<file path="src/rfd_pkg.sv">
// ----------------------------------------------------------------------------
// rfd_pkg - shared definitions for the ring fault diagnosis engine
// Event opcodes, result status codes, diagnosis entry codes, sequencer
// states and counter limits.
// ----------------------------------------------------------------------------
package rfd_pkg;

  // event opcodes
  localparam logic [1:0] OP_TEST    = 2'd0;
  localparam logic [1:0] OP_FAULT   = 2'd1;
  localparam logic [1:0] OP_RECOVER = 2'd2;

  // result status
  localparam logic [1:0] ST_OK      = 2'd0;
  localparam logic [1:0] ST_SKIPPED = 2'd1;
  localparam logic [1:0] ST_ALREADY = 2'd2;
  localparam logic [1:0] ST_NONE    = 2'd3;

  // diagnosis table entries
  localparam logic [1:0] DIAG_OK     = 2'd0;
  localparam logic [1:0] DIAG_FAULTY = 2'd1;
  localparam logic [1:0] DIAG_UNDEF  = 2'd2;

  // counters
  localparam int unsigned       CNT_W   = 16;
  localparam logic [CNT_W-1:0] CNT_MAX = 16'hFFFF;

  // sequencer states
  typedef enum logic [2:0] {
    S_IDLE,
    S_READ,
    S_CHECK,
    S_WALK,
    S_MERGE,
    S_WRITE,
    S_ROUND,
    S_FIN
  } fsm_t;

endpackage

</file>
<file path="src/rfd_if.sv">
// ----------------------------------------------------------------------------
// rfd_if - event and result channels of the ring fault diagnosis engine
// Valid/ready channels; a transfer happens when valid and ready are high.
// ----------------------------------------------------------------------------
interface rfd_in_if;
  logic       valid;
  logic       ready;
  logic [1:0] opcode;
  logic [2:0] node;

  modport source (output valid, opcode, node, input ready);
  modport sink   (input valid, opcode, node, output ready);
endinterface

interface rfd_out_if;
  logic        valid;
  logic        ready;
  logic [1:0]  status;
  logic [2:0]  found_node;
  logic [2:0]  faulty_skipped;
  logic        round_done;
  logic [15:0] rounds;
  logic [15:0] tester_tests;
  logic [15:0] state_row;

  modport source (output valid, status, found_node, faulty_skipped, round_done,
                  rounds, tester_tests, state_row, input ready);
  modport sink   (input valid, status, found_node, faulty_skipped, round_done,
                  rounds, tester_tests, state_row, output ready);
endinterface

</file>
<file path="src/rfd_row_mem.sv">
// ----------------------------------------------------------------------------
// rfd_row_mem - diagnosis table storage, one row per node
// One write and one registered read per cycle. A row never written reads
// as its reset value: own entry fault-free, all others undefined.
// ----------------------------------------------------------------------------
module rfd_row_mem #(
  parameter int unsigned NODES = 8,
  parameter int unsigned NW    = 3
) (
  input  logic                  clk,
  input  logic                  rst_n,
  input  logic [NW-1:0]         rd_addr,
  input  logic                  wr_en,
  input  logic [NW-1:0]         wr_addr,
  input  logic [NODES-1:0][1:0] wr_data,
  output logic [NODES-1:0][1:0] rd_data
);

  logic [NODES-1:0][1:0] mem [NODES];
  logic [NODES-1:0][1:0] rd_q_r;
  logic [NW-1:0]         rd_addr_r;
  logic                  rd_valid_r;
  logic [NODES-1:0]      valid_r;
  logic [NODES-1:0][1:0] init_row;

  // storage
  always_ff @(posedge clk) begin
    if (wr_en) begin
      mem[wr_addr] <= wr_data;
    end
    rd_q_r    <= mem[rd_addr];
    rd_addr_r <= rd_addr;
  end

  // row valid bits
  always_ff @(posedge clk) begin
    if (!rst_n) begin
      valid_r    <= '0;
      rd_valid_r <= 1'b0;
    end else begin
      if (wr_en) begin
        valid_r[wr_addr] <= 1'b1;
      end
      rd_valid_r <= valid_r[rd_addr];
    end
  end

  // reset row for the registered address
  always_comb begin
    for (int j = 0; j < NODES; j++) begin
      init_row[j] = (NW'(j) == rd_addr_r) ? rfd_pkg::DIAG_OK : rfd_pkg::DIAG_UNDEF;
    end
  end

  assign rd_data = rd_valid_r ? rd_q_r : init_row;

endmodule

</file>
<file path="src/rfd_sat_add.sv">
// ----------------------------------------------------------------------------
// rfd_sat_add - shared saturating counter adder
// Adds a small increment to a 16-bit count, clamping at the maximum.
// ----------------------------------------------------------------------------
module rfd_sat_add #(
  parameter int unsigned BW = 4
) (
  input  logic [rfd_pkg::CNT_W-1:0] a,
  input  logic [BW-1:0]             b,
  output logic [rfd_pkg::CNT_W-1:0] y
);

  logic [rfd_pkg::CNT_W:0] sum;

  assign sum = {1'b0, a} + (rfd_pkg::CNT_W+1)'(b);
  assign y   = sum[rfd_pkg::CNT_W] ? rfd_pkg::CNT_MAX : sum[rfd_pkg::CNT_W-1:0];

endmodule

</file>
<file path="src/ring_fault_diagnosis_engine.sv">
// ----------------------------------------------------------------------------
// ring_fault_diagnosis_engine - adaptive diagnosis on a ring of nodes
// Keeps fault flags, a per-node diagnosis table, test and round counters.
//
//   channel  direction  payload
//   in_ch    sink       opcode, node
//   out_ch   source     status, found_node, faulty_skipped, round_done,
//                       rounds, tester_tests, state_row
//
// Fault, recover, unused opcodes and a faulty tester: READ, CHECK, then FIN loads the result.
// A test goes READ, CHECK, WALK once per probe, MERGE only on a find, WRITE, ROUND, FIN.
// One successor per cycle through the shared saturating adder.
// Synchronous active-low reset clears flags, counters and the table's row
// valid bits; no clearing pass is needed. The result sits in an output
// register, so the next event is taken while the result waits for ready.
// ----------------------------------------------------------------------------
module ring_fault_diagnosis_engine #(
  parameter int unsigned NODES = 8
) (
  input  logic      clk,
  input  logic      rst_n,
  rfd_in_if.sink    in_ch,
  rfd_out_if.source out_ch
);

  localparam int unsigned NW  = (NODES > 1) ? $clog2(NODES) : 1;
  localparam int unsigned PW  = $clog2(NODES + 1);
  localparam int unsigned SRN = (NODES < 8) ? NODES : 8;
  localparam int unsigned CW  = rfd_pkg::CNT_W;

  rfd_pkg::fsm_t state_r, state_nxt;

  logic [1:0]            op_r, op_nxt;
  logic [NW-1:0]         nd_r, nd_nxt;
  logic [NW-1:0]         probe_r, probe_nxt;
  logic [PW-1:0]         probes_r, probes_nxt;
  logic [2:0]            skipped_r, skipped_nxt;
  logic [NW-1:0]         found_r, found_nxt;
  logic                  hit_r, hit_nxt;
  logic [1:0]            status_r, status_nxt;
  logic                  done_r, done_nxt;
  logic [NODES-1:0][1:0] own_row_r, own_row_nxt;

  logic [NODES-1:0]         fault_r, fault_nxt;
  logic [NODES-1:0][CW-1:0] tc_r, tc_nxt;
  logic [CW-1:0]            ftally_r, ftally_nxt;
  logic [CW-1:0]            htally_r, htally_nxt;
  logic [CW-1:0]            round_r, round_nxt;

  logic        out_valid_r, out_valid_nxt;
  logic [1:0]  out_status_r, out_status_nxt;
  logic [2:0]  out_found_r, out_found_nxt;
  logic [2:0]  out_skipped_r, out_skipped_nxt;
  logic        out_done_r, out_done_nxt;
  logic [15:0] out_rounds_r, out_rounds_nxt;
  logic [15:0] out_tests_r, out_tests_nxt;
  logic [15:0] out_row_r, out_row_nxt;

  logic [NW-1:0]         mem_raddr;
  logic                  mem_we;
  logic [NODES-1:0][1:0] mem_rdata;
  logic [CW-1:0]         add_a;
  logic [PW-1:0]         add_b;
  logic [CW-1:0]         add_y;
  logic [5:0]            nd_red;
  logic [CW:0]           tally_sum;
  logic [15:0]           row_pack;

  // next node around the ring
  function automatic logic [NW-1:0] ring_inc(input logic [NW-1:0] n);
    ring_inc = (n == NW'(NODES - 1)) ? '0 : n + NW'(1);
  endfunction

  // incoming node number modulo NODES: at most three subtract steps
  always_comb begin
    nd_red = {3'b000, in_ch.node};
    for (int k = 0; k < 3; k++) begin
      if (nd_red >= 6'(NODES)) begin
        nd_red = nd_red - 6'(NODES);
      end
    end
  end

  assign tally_sum = {1'b0, ftally_r} + {1'b0, htally_r};

  // pack the tester's row, nodes 0..7 only
  always_comb begin
    row_pack = '0;
    for (int j = 0; j < SRN; j++) begin
      row_pack[2*j +: 2] = own_row_r[j];
    end
  end

  rfd_row_mem #(.NODES(NODES), .NW(NW)) u_row_mem (
    .clk     (clk),
    .rst_n   (rst_n),
    .rd_addr (mem_raddr),
    .wr_en   (mem_we),
    .wr_addr (nd_r),
    .wr_data (own_row_r),
    .rd_data (mem_rdata)
  );

  rfd_sat_add #(.BW(PW)) u_sat_add (
    .a (add_a),
    .b (add_b),
    .y (add_y)
  );

  // sequencer: next state and datapath updates
  always_comb begin
    state_nxt   = state_r;
    op_nxt      = op_r;
    nd_nxt      = nd_r;
    probe_nxt   = probe_r;
    probes_nxt  = probes_r;
    skipped_nxt = skipped_r;
    found_nxt   = found_r;
    hit_nxt     = hit_r;
    status_nxt  = status_r;
    done_nxt    = done_r;
    own_row_nxt = own_row_r;
    fault_nxt   = fault_r;
    tc_nxt      = tc_r;
    ftally_nxt  = ftally_r;
    htally_nxt  = htally_r;
    round_nxt   = round_r;
    mem_raddr   = nd_r;
    mem_we      = 1'b0;
    add_a       = round_r;
    add_b       = PW'(1);

    out_valid_nxt   = out_valid_r && !out_ch.ready;
    out_status_nxt  = out_status_r;
    out_found_nxt   = out_found_r;
    out_skipped_nxt = out_skipped_r;
    out_done_nxt    = out_done_r;
    out_rounds_nxt  = out_rounds_r;
    out_tests_nxt   = out_tests_r;
    out_row_nxt     = out_row_r;

    unique case (state_r)
      rfd_pkg::S_IDLE: begin
        if (in_ch.valid) begin
          op_nxt    = in_ch.opcode;
          nd_nxt    = nd_red[NW-1:0];
          state_nxt = rfd_pkg::S_READ;
        end
      end
      rfd_pkg::S_READ: begin
        state_nxt = rfd_pkg::S_CHECK;
      end
      rfd_pkg::S_CHECK: begin
        own_row_nxt = mem_rdata;
        status_nxt  = rfd_pkg::ST_OK;
        found_nxt   = '0;
        skipped_nxt = '0;
        done_nxt    = 1'b0;
        hit_nxt     = 1'b0;
        probes_nxt  = '0;
        probe_nxt   = ring_inc(nd_r);
        state_nxt   = rfd_pkg::S_FIN;
        unique case (op_r)
          rfd_pkg::OP_FAULT: begin
            if (fault_r[nd_r]) begin
              status_nxt = rfd_pkg::ST_ALREADY;
            end else begin
              fault_nxt[nd_r] = 1'b1;
            end
          end
          rfd_pkg::OP_RECOVER: begin
            fault_nxt[nd_r] = 1'b0;
          end
          rfd_pkg::OP_TEST: begin
            if (fault_r[nd_r]) begin
              status_nxt = rfd_pkg::ST_SKIPPED;
            end else begin
              state_nxt = rfd_pkg::S_WALK;
            end
          end
          default: ;
        endcase
      end
      // one successor per cycle
      rfd_pkg::S_WALK: begin
        probes_nxt = probes_r + PW'(1);
        if (fault_r[probe_r]) begin
          own_row_nxt[probe_r] = rfd_pkg::DIAG_FAULTY;
          if (skipped_r != 3'd7) begin
            skipped_nxt = skipped_r + 3'd1;
          end
          add_a      = ftally_r;
          ftally_nxt = add_y;
          probe_nxt  = ring_inc(probe_r);
        end else if (probe_r != nd_r) begin
          own_row_nxt[probe_r] = rfd_pkg::DIAG_OK;
          add_a      = htally_r;
          htally_nxt = add_y;
          found_nxt  = probe_r;
          hit_nxt    = 1'b1;
          mem_raddr  = probe_r;
          state_nxt  = rfd_pkg::S_MERGE;
        end else begin
          // walk came back to the tester: remaining probes all count
          probes_nxt = PW'(NODES);
          status_nxt = rfd_pkg::ST_NONE;
          state_nxt  = rfd_pkg::S_WRITE;
        end
      end
      // fill undefined entries from the found node's row
      rfd_pkg::S_MERGE: begin
        for (int j = 0; j < NODES; j++) begin
          if (own_row_r[j] == rfd_pkg::DIAG_UNDEF) begin
            own_row_nxt[j] = mem_rdata[j];
          end
        end
        state_nxt = rfd_pkg::S_WRITE;
      end
      rfd_pkg::S_WRITE: begin
        mem_we       = 1'b1;
        add_a        = tc_r[nd_r];
        add_b        = probes_r;
        tc_nxt[nd_r] = add_y;
        state_nxt    = rfd_pkg::S_ROUND;
      end
      rfd_pkg::S_ROUND: begin
        if (tally_sum == (CW+1)'(NODES)) begin
          add_a      = round_r;
          round_nxt  = add_y;
          ftally_nxt = '0;
          htally_nxt = '0;
          done_nxt   = 1'b1;
        end
        state_nxt = rfd_pkg::S_FIN;
      end
      // load the output register once it is free
      rfd_pkg::S_FIN: begin
        if (!out_valid_r || out_ch.ready) begin
          out_valid_nxt   = 1'b1;
          out_status_nxt  = status_r;
          out_found_nxt   = 3'(found_r);
          out_skipped_nxt = skipped_r;
          out_done_nxt    = done_r;
          out_rounds_nxt  = round_r;
          out_tests_nxt   = tc_r[nd_r];
          out_row_nxt     = row_pack;
          state_nxt       = rfd_pkg::S_IDLE;
        end
      end
      default: state_nxt = rfd_pkg::S_IDLE;
    endcase
  end

  // control and diagnosis state
  always_ff @(posedge clk) begin
    if (!rst_n) begin
      state_r     <= rfd_pkg::S_IDLE;
      fault_r     <= '0;
      tc_r        <= '0;
      ftally_r    <= '0;
      htally_r    <= '0;
      round_r     <= '0;
      out_valid_r <= 1'b0;
    end else begin
      state_r     <= state_nxt;
      fault_r     <= fault_nxt;
      tc_r        <= tc_nxt;
      ftally_r    <= ftally_nxt;
      htally_r    <= htally_nxt;
      round_r     <= round_nxt;
      out_valid_r <= out_valid_nxt;
    end
  end

  // working and result payload
  always_ff @(posedge clk) begin
    op_r          <= op_nxt;
    nd_r          <= nd_nxt;
    probe_r       <= probe_nxt;
    probes_r      <= probes_nxt;
    skipped_r     <= skipped_nxt;
    found_r       <= found_nxt;
    hit_r         <= hit_nxt;
    status_r      <= status_nxt;
    done_r        <= done_nxt;
    own_row_r     <= own_row_nxt;
    out_status_r  <= out_status_nxt;
    out_found_r   <= out_found_nxt;
    out_skipped_r <= out_skipped_nxt;
    out_done_r    <= out_done_nxt;
    out_rounds_r  <= out_rounds_nxt;
    out_tests_r   <= out_tests_nxt;
    out_row_r     <= out_row_nxt;
  end

  assign in_ch.ready           = (state_r == rfd_pkg::S_IDLE);
  assign out_ch.valid          = out_valid_r;
  assign out_ch.status         = out_status_r;
  assign out_ch.found_node     = out_found_r;
  assign out_ch.faulty_skipped = out_skipped_r;
  assign out_ch.round_done     = out_done_r;
  assign out_ch.rounds         = out_rounds_r;
  assign out_ch.tester_tests   = out_tests_r;
  assign out_ch.state_row      = out_row_r;

`ifndef SYNTHESIS
  // the tester stays fault-free for the whole walk
  a_walk_tester_ok: assert property (@(posedge clk) disable iff (!rst_n)
    state_r == rfd_pkg::S_WALK |-> !fault_r[nd_r])
    else $error("walk running for a faulty tester");

  // a walk without a find counts every node as probed
  a_miss_probes: assert property (@(posedge clk) disable iff (!rst_n)
    (state_r == rfd_pkg::S_WRITE && !hit_r) |-> probes_r == PW'(NODES))
    else $error("missed walk with short probe count");

  // a found node is never the tester itself
  a_found_not_self: assert property (@(posedge clk) disable iff (!rst_n)
    (state_r == rfd_pkg::S_WRITE && hit_r) |-> found_r != nd_r)
    else $error("tester found itself");

  // skipped successors never outnumber the probes
  a_skip_le_probes: assert property (@(posedge clk) disable iff (!rst_n)
    state_r == rfd_pkg::S_WRITE |-> (PW+3)'(skipped_r) <= (PW+3)'(probes_r))
    else $error("skip count exceeds probes");

  // the merge always follows a find
  a_merge_after_hit: assert property (@(posedge clk) disable iff (!rst_n)
    state_r == rfd_pkg::S_MERGE |-> hit_r && $past(state_r) == rfd_pkg::S_WALK)
    else $error("merge without a find");
`endif

endmodule

</file>
<file path="src/flat_wrapper.sv">
// flat-port wrapper written by rule: the top's interface ports become plain ports
module ring_fault_diagnosis_engine_flat 
#(
  parameter int unsigned NODES = 8
)
  (clk, rst_n, in_ch_valid, in_ch_opcode, in_ch_node, in_ch_ready, out_ch_valid, out_ch_status, out_ch_found_node, out_ch_faulty_skipped, out_ch_round_done, out_ch_rounds, out_ch_tester_tests, out_ch_state_row, out_ch_ready);
  rfd_in_if in_ch_i ();
  rfd_out_if out_ch_i ();
  input  logic clk;
  input  logic rst_n;
  input wire logic [$bits(in_ch_i.valid)-1:0] in_ch_valid;
  input wire logic [$bits(in_ch_i.opcode)-1:0] in_ch_opcode;
  input wire logic [$bits(in_ch_i.node)-1:0] in_ch_node;
  output wire logic [$bits(in_ch_i.ready)-1:0] in_ch_ready;
  output wire logic [$bits(out_ch_i.valid)-1:0] out_ch_valid;
  output wire logic [$bits(out_ch_i.status)-1:0] out_ch_status;
  output wire logic [$bits(out_ch_i.found_node)-1:0] out_ch_found_node;
  output wire logic [$bits(out_ch_i.faulty_skipped)-1:0] out_ch_faulty_skipped;
  output wire logic [$bits(out_ch_i.round_done)-1:0] out_ch_round_done;
  output wire logic [$bits(out_ch_i.rounds)-1:0] out_ch_rounds;
  output wire logic [$bits(out_ch_i.tester_tests)-1:0] out_ch_tester_tests;
  output wire logic [$bits(out_ch_i.state_row)-1:0] out_ch_state_row;
  input wire logic [$bits(out_ch_i.ready)-1:0] out_ch_ready;
  assign in_ch_i.valid = in_ch_valid;
  assign in_ch_i.opcode = in_ch_opcode;
  assign in_ch_i.node = in_ch_node;
  assign in_ch_ready = in_ch_i.ready;
  assign out_ch_valid = out_ch_i.valid;
  assign out_ch_status = out_ch_i.status;
  assign out_ch_found_node = out_ch_i.found_node;
  assign out_ch_faulty_skipped = out_ch_i.faulty_skipped;
  assign out_ch_round_done = out_ch_i.round_done;
  assign out_ch_rounds = out_ch_i.rounds;
  assign out_ch_tester_tests = out_ch_i.tester_tests;
  assign out_ch_state_row = out_ch_i.state_row;
  assign out_ch_i.ready = out_ch_ready;
  ring_fault_diagnosis_engine #(.NODES(NODES)) u_core (.clk(clk), .rst_n(rst_n), .in_ch(in_ch_i), .out_ch(out_ch_i));
endmodule
</file>
<file path="config.mk">
export PLATFORM = sky130hd
export DESIGN_NAME = ring_fault_diagnosis_engine_flat
export DESIGN_NICKNAME = d
export VERILOG_FILES = /design/src/rfd_pkg.sv /design/src/rfd_if.sv /design/src/rfd_row_mem.sv /design/src/rfd_sat_add.sv /design/src/ring_fault_diagnosis_engine.sv /design/src/flat_wrapper.sv
export SDC_FILE = /design/constraint.sdc
export NUM_CORES = 1
export LEC_CHECK = 0
export BUFFER_PORTS_ARGS = -buffer_cell sky130_fd_sc_hd__buf_4
export CORE_ASPECT_RATIO = 2
export CORE_MARGIN = 1.5
export CORE_UTILIZATION = 45
export CTS_CLUSTER_SIZE = 20
export DETAILED_ROUTE_END_ITERATION = 10
export GPL_TIMING_DRIVEN = 0
export PLACE_DENSITY = 0.59
export SETUP_SLACK_MARGIN = 0.4
export SKIP_LAST_GASP = 1
export SYNTH_ARGS = -nofsm -noshare
export SYNTH_HDL_FRONTEND = slang
export SYNTH_SLANG_ARGS = --single-unit
</file>
<file path="constraint.sdc">
create_clock -name clk -period 6.75 [get_ports clk]
set_input_delay 0.3375 -clock clk [delete_from_list [all_inputs] [get_ports clk]]
set_output_delay 0.3375 -clock clk [all_outputs]
set_load 0.01 [all_outputs]
</file>
After elaboration in Yosys (flattened, before gate mapping)
Memory sizes are Yosys's and may differ from the RTL's. A register that Yosys moved wholly into a read port is not among the register bits.
Cells that the tools add are included.
{"block": "classes", "bitwise_logic": 9, "magnitude_cmp": 5, "add_sub_neg": 6, "mux": 84, "eq_ne": 47, "n_reduce_logical": 34}
{"operator": "$mux W16", "count": 12}
{"operator": "$bwmux W128", "count": 1}
{"operator": "$pmux W16 S2", "count": 3}
{"operator": "$bmux W16 S3", "count": 1}
{"operator": "$demux W16 S3", "count": 1}
{"operator": "$pmux W16 S3", "count": 1}
{"operator": "$mux W3", "count": 15}
{"operator": "$reduce_and A3 Y1", "count": 14}
{"operator": "$mux W2", "count": 20}
{"operator": "$ne A2 B1 Y1 const B", "count": 13}
{"operator": "$or A8 B8 Y8", "count": 3}
{"operator": "$pmux W3 S8", "count": 1}
{"operator": "$eq A2 B2 Y1 const B", "count": 9}
{"operator": "$eq A3 B3 Y1 const B", "count": 6}
{"operator": "$pmux W3 S2", "count": 3}
{"operator": "$add A16 B16 Y17", "count": 1}
{"operator": "$add A16 B4 Y17", "count": 1}
{"operator": "$eq A17 B4 Y1 const B", "count": 1}
{"operator": "$and A16 B16 Y16", "count": 1}
{"operator": "$and A8 B8 Y8", "count": 2}
{"operator": "$not A16 Y16", "count": 1}
{"operator": "$not A8 Y8", "count": 2}
{"operator": "$pmux W8 S2", "count": 1}
{"operator": "$eq A3 B3 Y1 const A", "count": 4}
{"operator": "other kinds (31)", "count": 68}
{"block": "totals", "mem_count": 1, "ff_bits": 294, "input_bits": 9, "word_cells": 226, "mem_bits_rw": 128}
{"name": "u_core.u_row_mem.mem", "depth": 8, "word_bits": 16, "rd": 1, "rd_clocked_by_memory_dff": 1, "write_ports": 1, "line_no": "rfd_row_mem.sv:19", "source": "logic [NODES-1:0][1:0] mem [NODES];"}

Longest topological paths before layout
Gate-level depths: netlist of run 1.
{"block": "depth", "depth_word": 9, "mapped_depth": 21, "depth_no_buf": 15}

Hierarchy
A second synthesis of run 1 with hierarchy kept.
{"block": "hier_totals", "cells_unflattened": 1693, "hier_area_um2": 19567.5}
{"module": "ring_fault_diagnosis_engine", "n_inst": 1, "area_each_um2": 13185.1, "cells_per_inst": 1348, "seq_area_each_um2": 6586.3}
{"module": "rfd_row_mem", "n_inst": 1, "area_each_um2": 5876.9, "cells_per_inst": 276, "seq_area_each_um2": 4404.2}
{"module": "rfd_sat_add", "n_inst": 1, "area_each_um2": 505.5, "cells_per_inst": 69, "seq_area_each_um2": 0.0}

Worst setup path after synthesis of run 1
No wires, ideal clock.
{"block": "synth_path", "path_type": "register -> register", "from": "register u_core.nd_r[0]", "to": "register u_core.tc_r[106] (netlist bit)", "period_less_slack_ps": 4624, "path_stages_with_launch": 21, "t_arrival_ps": 4464, "setup_time_ps": 161, "path_buffers": 8, "slack_ps": 2126, "path_cell_list": "edfxtp_1 > buf_2 > buf_4 > buf_4 > buf_4 > buf_1 > clkbuf_1 > a21oi_1 > a221o_1 > a221o_1 > ha_1 > fa_1 > a21o_1 > a21o_1 > nand4_1 > nor3b_2 > and4_2 > buf_6 > nor2_1 > buf_2 > a21oi_1"}
{"block": "synth_via", "elab_chain_cells": 7}
{"element": "from (decl)", "line_no": "ring_fault_diagnosis_engine.sv:34", "source": "logic [NW-1:0] nd_r, nd_nxt;"}
{"element": "from (signal assigned)", "line_no": "ring_fault_diagnosis_engine.sv:278", "source": "nd_r <= nd_nxt;"}
{"element": "$ne A3 B3 Y1", "line_no": "ring_fault_diagnosis_engine.sv:195", "source": "end else if (probe_r != nd_r) begin"}
{"element": "$mux W16", "line_no": "ring_fault_diagnosis_engine.sv:195"}
{"element": "$mux W16", "line_no": "ring_fault_diagnosis_engine.sv:187", "source": "if (fault_r[probe_r]) begin"}
{"element": "$pmux W16 S2", "line_no": "ring_fault_diagnosis_engine.sv:142", "source": "unique case (state_r)"}
{"element": "$add A16 B4 Y17", "line_no": "rfd_sat_add.sv:15", "source": "assign sum = {1'b0, a} + (rfd_pkg::CNT_W+1)'(b);"}
{"element": "$mux W16", "line_no": "rfd_sat_add.sv:16", "source": "assign y = sum[rfd_pkg::CNT_W] ? rfd_pkg::CNT_MAX : sum[rfd_pkg::CNT_W-1:0];"}
{"element": "$bwmux W128 (*)", "line_no": "ring_fault_diagnosis_engine.sv:223", "source": "tc_nxt[nd_r] = add_y;"}
{"element": "to (signal assigned)", "line_no": "ring_fault_diagnosis_engine.sv:267", "source": "tc_r <= tc_nxt;"}
{"element": "to (decl)", "line_no": "ring_fault_diagnosis_engine.sv:45", "source": "logic [NODES-1:0][CW-1:0] tc_r, tc_nxt;"}
Every way passes the cells marked *; elsewhere a longest branch is shown, timed or not. The select of a mux whose other input is x is not followed.
A chain may end at the register's enable or synchronous reset.

Final worst setup path of run 1
{"block": "layout_path", "from": "register u_core.nd_r[2]", "to": "register u_core.tc_r[63] (netlist bit)"}
The elaborated chain is that of the path after synthesis.

==> results of run 1 <==
## layer usage
layer | track usage, % | wire length [µm] | vias up | part of all wire [%]
met2 | 53.19 | 32620 | 588 | 53
met3 | 3.516 | 2936 | 227 | 4.8
li1 | - | - | 6240 | -
met5 | 0 | 0 | - | 0
met1 | 29.44 | 20770 | 6812 | 34
met4 | 22.47 | 5294 | 0 | 8.6
## layout make-up
cell class                 instances  area, µm²  share of cell area, %
multi-input combinational       1023       7041                  33.25
buffer                           116      533.0                  2.517
clock buffer                      53       1091                  5.152
sequential                       438      10990                  51.90
clock inverter                    19      161.4                 0.7622
inverter                          24      90.09                 0.4254
tap                              535      669.4                  3.161
timing repair buffer              74      600.6                  2.836
## where the power goes
part           switching (mW)  internal [mW]
sequential             0.0675           2.88
clock                    1.01           1.22
combinational           0.320          0.152
total                    1.40           4.26
## final timing paths
| path | startpoint | end | slack [ns] | cells past startpoint |
|---|---|---|---|---|
| min | in_ch_valid | u_core.state_r[2]$_SDFFE_PN0P_ | 0.09 | 3 |
| max reg2reg | u_core.nd_r[2]$_DFFE_PP_ | u_core.tc_r[63]$_SDFFE_PN0P_ | 0.77 | 18 |
| min reg2reg | u_core.found_r[1]$_SDFFCE_PN0P_ | u_core.out_ch.found_node[1]$_DFFE_PP_ | 0.45 | 0 |
| max | u_core.nd_r[2]$_DFFE_PP_ | u_core.tc_r[63]$_SDFFE_PN0P_ | 0.77 | 18 |
## flip-flops by register name (all words and copies together), names as in the netlist, 4 cells and up, named ones only
name,cells
u_core.tc_r,128
u_core.u_row_mem.mem,128
u_core.htally_r,16
u_core.probes_r,4
u_core.own_row_r,8
u_core.u_row_mem.valid_r,8
u_core.out_ch.state_row,16
u_core.u_row_mem.rd_q_r,16
u_core.round_r,16
u_core.out_ch.tester_tests,16
u_core.ftally_r,16
u_core.out_ch.rounds,16
## cells in the mapped netlist, drive strengths merged (7+ instances only)
cell type and number:
clkbuf 78, a21o 9, o22ai 45, mux4 44
nand2 137, and2 13, nand2b 23, edfxtp 222
ha 27, a21oi 171, a211oi 12, a221o 8
o21ai 155, o2bb2ai 31, nand3 21, a22o 13
nand4 7, nor2b 21, o21a 12, mux2i 44
nor2 76, nor3b 8, xnor2 12, xor2 11
nor3 19, buf 39, mux2 10, or2 10
inv 23, dfxtp 216
## stage by stage
step | setup slack (ns) | area, µm²
detailed placement | 0.008074 | 19870
CTS | 0.5135 | 21170
floorplan | 2.126 | 18630
finish | 0.7671 | 21180
global placement | 0.02452 | 19800
global route | 0.4347 | 21180
## cells by family (layout without fill, tap and decap cells)
kind of cell               Yosys count  count (layout)
AOI/OAI and AO/OA                  513             513
xor gates and xnor gates            23              23
adders and majority gates           29              29
buffers and inverters              141             286
DFF                                438             438
muxes                               98              98
and+or+nand+nor                    360             360
## worst max-delay path: stages, from the launching register on
cell       delay (ns)
edfxtp_1         0.53
buf_2            0.38
buf_2            0.38
clkbuf_2         0.39
clkbuf_2         0.33
mux2i_1          0.34
o22a_1           0.18
o21ai_1          0.27
a221o_1          0.51
ha_1             0.29
a21o_1           0.16
a21oi_1          0.41
nor2b_1          0.13
o2111ai_1        0.40
nor3_2           0.13
nand4_1          0.14
mux2i_1          0.43
buf_4            0.29
o22ai_1          0.11
## what timing repair did
item                                   4_1_cts  5_1_grt
pin swaps                                    0        0
endpoints found under the hold margin        5        0
setup endpoints to repair                  150      160
resized for setup                            3        5
hold buffers                                 5        0
buffers inserted                             0        0
==> results.sh, run 1 <==
export IMPL_status="completed"
export IMPL_synth_yosys_seq_area_share_pct=59.00
export IMPL_synth_cell_types=83
export IMPL_grt_max_degree=27
export IMPL_port_buffers=67
export IMPL_area_growth_syn_to_layout_pct=13.68
export IMPL_fin_util_pct=51.66
export IMPL_synth_xor_area_share_pct=1.081
export IMPL_cts_root_buf="clkbuf_16"
export IMPL_post_route_min_period_ns=5.983
export IMPL_fp_dieArea_um2=42700
export IMPL_clock_path_buffers=3
export IMPL_dr_pass1_iters=5
export IMPL_cts_tree="yes"
export IMPL_fillers=3715
export IMPL_gp_congestion=0.9659
export IMPL_synth_fa_ha_area_share_pct=2.028
export IMPL_synth_area_leaders="edfxtp_1, dfxtp_1, mux4_2"
export IMPL_routed_via_density=6.077
export IMPL_leakage_nw=7.610
export IMPL_cp_max_fo=10
export IMPL_clock_sinks=438
export IMPL_critPathKind="flip-flop to flip-flop"
export IMPL_fmax_ghz=0.1671
export IMPL_overflow=0
export IMPL_dp_cells=2206
export IMPL_routed_wl_mm=61.62
export IMPL_layout_drive_gt1_share_pct=14.88
export IMPL_antenna_found_initial=0
export IMPL_hpwl_mm=45.14
export IMPL_layout_nets=1754
export IMPL_clk_pin_slew_ns=0.07
export IMPL_rows=105
export IMPL_finalPower_mw=5.659
export IMPL_synth_compound_area_share_pct=16.91
export IMPL_mostFrequentLayoutCell="edfxtp_1"
export IMPL_synth_main_ff_cell="edfxtp_1"
export IMPL_synth_async_reset_ratio_pct=0
export IMPL_initial_core_util_pct=45.45
export IMPL_vias=13867
export IMPL_fin_skew_ns=0.02070
export IMPL_synth_top_family_by_area="compound AO/OA/AOI/OAI gates"
export IMPL_cp_data_required_time_ns=7.15
export IMPL_grt_pass1_vias=14277
export IMPL_rsz0062_at_grt="no"
export IMPL_start_kind="flip-flop"
export IMPL_cts_buffers=39
export IMPL_fp_dieW_um=146.9
export IMPL_insertion_delay_ns=0.56
export IMPL_end_kind="flip-flop"
export IMPL_synthCells=1602
export IMPL_grt_use_total_pct=29.02
export IMPL_worst_pin_slew_ns=1.290
export IMPL_finalSetupViolations=0
export IMPL_max_slew_margin_pct=13.65
export IMPL_hold_path_class="primary input to flip-flop"
export IMPL_yosysTopAreaCellShare_pct=35.79
export IMPL_synthSimpleGateAreaFrac_pct=9.390
export IMPL_fin_hold_ws_ns=0.09438
export IMPL_finalNonFillerCells=2282
export IMPL_setup_tns_ns=0
export IMPL_mostFrequentLayoutCells="edfxtp_1, dfxtp_1, a21oi_1"
export IMPL_antennaDiodeCount=0
export IMPL_netlist_area_um2=18630
export IMPL_fin_crit_sh_pct=88.64
export IMPL_finalHoldViolations=0
export IMPL_ant_nets=0
export IMPL_synth_warnings=0
export IMPL_htreeDepth=2
export IMPL_grt_pass1_wl_mm=90.73
export IMPL_cp_data_arrival_time_ns=6.38
export IMPL_drc=0
export IMPL_yosysTopAreaCell="edfxtp_1"
export IMPL_wl_per_cell_um=27.00
export IMPL_max_cap_violations=0
export IMPL_synth_edff_count=222
export IMPL_ir_worst_vdd_mv=0.2100
export IMPL_ioPinCount=68
export IMPL_slew_violations=0
export IMPL_ys_ff_latch=438
export IMPL_powerDensity_nw_per_um2=267.2
export IMPL_core_um2=40990
export IMPL_synthMuxAreaShare_pct=8.309
export IMPL_die_y_um=290.7
export IMPL_syn_num_nets=1640
export IMPL_drt_iter0_drc=1106
export IMPL_syn_avg_cell_area_um2=11.63
No activity file was read; power rests on OpenSTA's default activity.
==> inputs of run 2 (changes only) <==
--- a/config.mk
+++ b/config.mk
@@ -6,6 +6,7 @@
 export NUM_CORES = 1
 export LEC_CHECK = 0
 export BUFFER_PORTS_ARGS = -buffer_cell sky130_fd_sc_hd__buf_4
+export CAP_MARGIN = 0
 export CORE_ASPECT_RATIO = 2
 export CORE_MARGIN = 1.5
 export CORE_UTILIZATION = 45
@@ -17,4 +18,5 @@
 export SKIP_LAST_GASP = 1
 export SYNTH_ARGS = -nofsm -noshare
 export SYNTH_HDL_FRONTEND = slang
+export SYNTH_HIERARCHICAL = 1
 export SYNTH_SLANG_ARGS = --single-unit
==> results.sh, run 2 <==
export IMPL_status="completed"
export IMPL_initial_core_util_pct=45.82
export IMPL_synth_most_common_cell="nand2_1"
export IMPL_grt_use_total_pct=26.73
export IMPL_mostFrequentLayoutCell="nand2_1"
export IMPL_ir_worst_vdd_mv=0.1576
export IMPL_max_slew_margin_pct=35.67
export IMPL_seqCellArea_um2=10990
export IMPL_switching_share_pct=26.38
export IMPL_fp_dieW_um=150.5
export IMPL_cts_root_buf="clkbuf_16"
export IMPL_wl_per_cell_um=24.78
export IMPL_powerDensity_nw_per_um2=278.5
export IMPL_drc=0
export IMPL_combPwrFrac_pct=12.0
export IMPL_cp_data_arrival_time_ns=6.43
export IMPL_routed_wl_mm=59.35
export IMPL_htreeDepth=2
export IMPL_reg_top3="u_core/tc_r x128, u_core/u_row_mem/mem x128"
export IMPL_vias=13895
export IMPL_synth_warnings=6
export IMPL_pwr_share_clk_pct=37.7
export IMPL_fp_dieArea_um2=44820
export IMPL_dr_pass1_iters=5
export IMPL_max_cap_violations=0
export IMPL_synth_yosys_seq_area_share_pct=56.17
export IMPL_r2r_start="u_core/nd_r[0]$_DFFE_PP_"
export IMPL_critPathKind="flip-flop to flip-flop"
export IMPL_synthCells=1693
export IMPL_synth_main_ff_cell="edfxtp_1"
export IMPL_multi_input_area_um2=7749
export IMPL_syn_avg_cell_area_um2=11.56
export IMPL_ys_ff_latch=438
export IMPL_hold_path_class="primary input to flip-flop"
export IMPL_area_growth_syn_to_layout_pct=14.11
export IMPL_setup_tns_ns=0
export IMPL_core_um2=42710
export IMPL_crit_start="u_core/nd_r[0]$_DFFE_PP_"
export IMPL_mostFrequentLayoutCells="nand2_1, edfxtp_1, dfxtp_1"
export IMPL_antennaDiodeCount=0
export IMPL_synth_area_leaders="edfxtp_1, dfxtp_1, nand2_1"
export IMPL_yosysTopAreaCell="edfxtp_1"
export IMPL_gp_congestion=0.9291
export IMPL_insertion_delay_ns=0.57
export IMPL_finalSetupViolations=0
export IMPL_synth_edff_count=222
export IMPL_slew_violations=0
export IMPL_hpwl_mm=45.40
export IMPL_rsz0062_at_grt="no"
export IMPL_grt_pass1_wl_mm=87.76
export IMPL_grt_pass1_vias=14283
export IMPL_syn_num_nets=1731
export IMPL_hold_start="in_ch_valid"
export IMPL_cts_buffers=41
export IMPL_overflow=0
export IMPL_finalPower_mw=6.219
export IMPL_cts_tree="yes"
export IMPL_clk_pin_slew_ns=0.07
export IMPL_cp_data_required_time_ns=7.23
export IMPL_ioPinCount=68
export IMPL_leakage_nw=7.782
export IMPL_rows=107
export IMPL_synth_async_reset_ratio_pct=0
export IMPL_worst_pin_slew_ns=0.9649
export IMPL_cp_max_fo=10
export IMPL_antenna_found_initial=0
export IMPL_layout_nets=1856
export IMPL_fin_skew_ns=0.02459
export IMPL_finalHoldViolations=0
export IMPL_ant_nets=0
export IMPL_p_seq_share_pct=50.3
export IMPL_port_buffers=66
export IMPL_grt_max_degree=40
export IMPL_yosysTopAreaCellShare_pct=34.07
export IMPL_fin_crit_sh_pct=88.13
export IMPL_p_int_mw=4.579
export IMPL_netSwitchingPower_mw=1.641
export IMPL_routed_via_density=5.802
export IMPL_netlist_area_um2=19570
export IMPL_post_cts_resized=0
export IMPL_fmax_ghz=0.1681
export IMPL_fin_util_pct=52.28
export IMPL_layout_drive_gt1_share_pct=12.76
export IMPL_die_y_um=297.9
export IMPL_synthTopCellsByCount="nand2_1, edfxtp_1, dfxtp_1, a21boi_0, clkbuf_1"
export IMPL_clock_path_buffers=3
export IMPL_post_route_min_period_ns=5.949
export IMPL_fillers=3818
export IMPL_drt_iter0_drc=917
export IMPL_clock_sinks=438
export IMPL_end_kind="flip-flop"
export IMPL_start_kind="flip-flop"
export IMPL_synth_cell_types=83
-- run 2: changes by cell type after synthesis, sizes merged, moves of 18 or more --
cell and delta:
nand2 +215, o21ai -136, a21oi -133, a21boi +125
a22oi +66, nor2 -43, o22ai -42, o2bb2ai -31
nor2b +18
-- run 2: worst max-delay path, stage by stage (launching register included) --
cell and delay, ns:
edfxtp_1 0.53, clkbuf_1 0.42, and3b_1 0.25, clkbuf_1 0.56, clkbuf_1 0.76, a22oi_1 0.31, nand4_1 0.30, a22o_1 0.17
a221o_1 0.11, ha_1 0.22, fa_1 0.29, a211oi_2 0.16, nor3_2 0.28, nand3_2 0.22, buf_6 0.21, o21ai_0 0.07
clkbuf_1 0.58, nand3_1 0.21, mux2i_1 0.19
-- run 2: per-stage QoR --
| step | hold WS (ns) | setup slack [ns] | instance area [µm²] | instances |
|---|---|---|---|---|
| after floorplan | 0.4003 | 2.853 | 19570 | 1693 |
| after global placement | 0.4036 | 1.106 | 20740 | 2304 |
| after detailed placement | 0.4102 | 1.109 | 20930 | 2315 |
| after CTS | 0.1030 | 1.011 | 22330 | 2395 |
| after global routing | 0.1337 | 0.5928 | 22330 | 2395 |
| final | 0.1263 | 0.8013 | 22330 | 2395 |
-- run 2: layout make-up --
cell class	count	area share (%)
well taps	545	3.054
multi-input cells	1110	34.70
flip-flops and latches	438	49.22
repair buffers	82	3.155
inverters	16	0.2802
clock buffers	56	5.262
plain buffers	129	3.553
clock inverters	19	0.7733
-- run 2: power by group through the flow --
stage | Sequential, mW | Combinational (mW) | Clock [mW]
after global placement | 3.19 | 0.730 | 0
final | 3.13 | 0.746 | 2.34
after detailed placement | 3.19 | 0.744 | 0
after floorplan | 3.12 | 0.490 | 0
after CTS | 3.13 | 0.750 | 2.39
after global routing | 3.15 | 0.791 | 2.47
-- run 2: kinds of logic after synthesis --
kind of cell | count (synthesis) | share of synthesized area, %
AOI/OAI and AO/OA | 374 | 14.36
and+or+nand+nor | 577 | 13.81
xor gates and xnor gates | 17 | 0.7609
muxes | 113 | 8.607
adders and majority gates | 29 | 1.931
buffers and inverters | 145 | 4.361
DFF | 438 | 56.17
-- run 2: worst paths after layout --
path                                           endpoint  slack, ns  cells after the start
hold / removal           u_core/state_r[1]$_SDFFE_PN0P_       0.13                      3
hold reg to reg   u_core/out_ch.found_node[0]$_DFFE_PP_       0.42                      0
setup reg to reg        u_core/htally_r[4]$_SDFFE_PN0P_       0.80                     18
setup / recovery        u_core/htally_r[4]$_SDFFE_PN0P_       0.80                     18
-- run 2: what timing repair did --
item	CTS	global route
hold buffers	5	0
setup buffers	0	0
endpoints found under the hold margin	5	0
-- run 2: layer usage --
metal	part of all wire (%)	wire [µm]	track usage (%)
met1	32	19050	24.73
met3	3.5	2100	2.772
met4	6.9	4124	17.20
met5	0	0	0
met2	57	34070	53.03
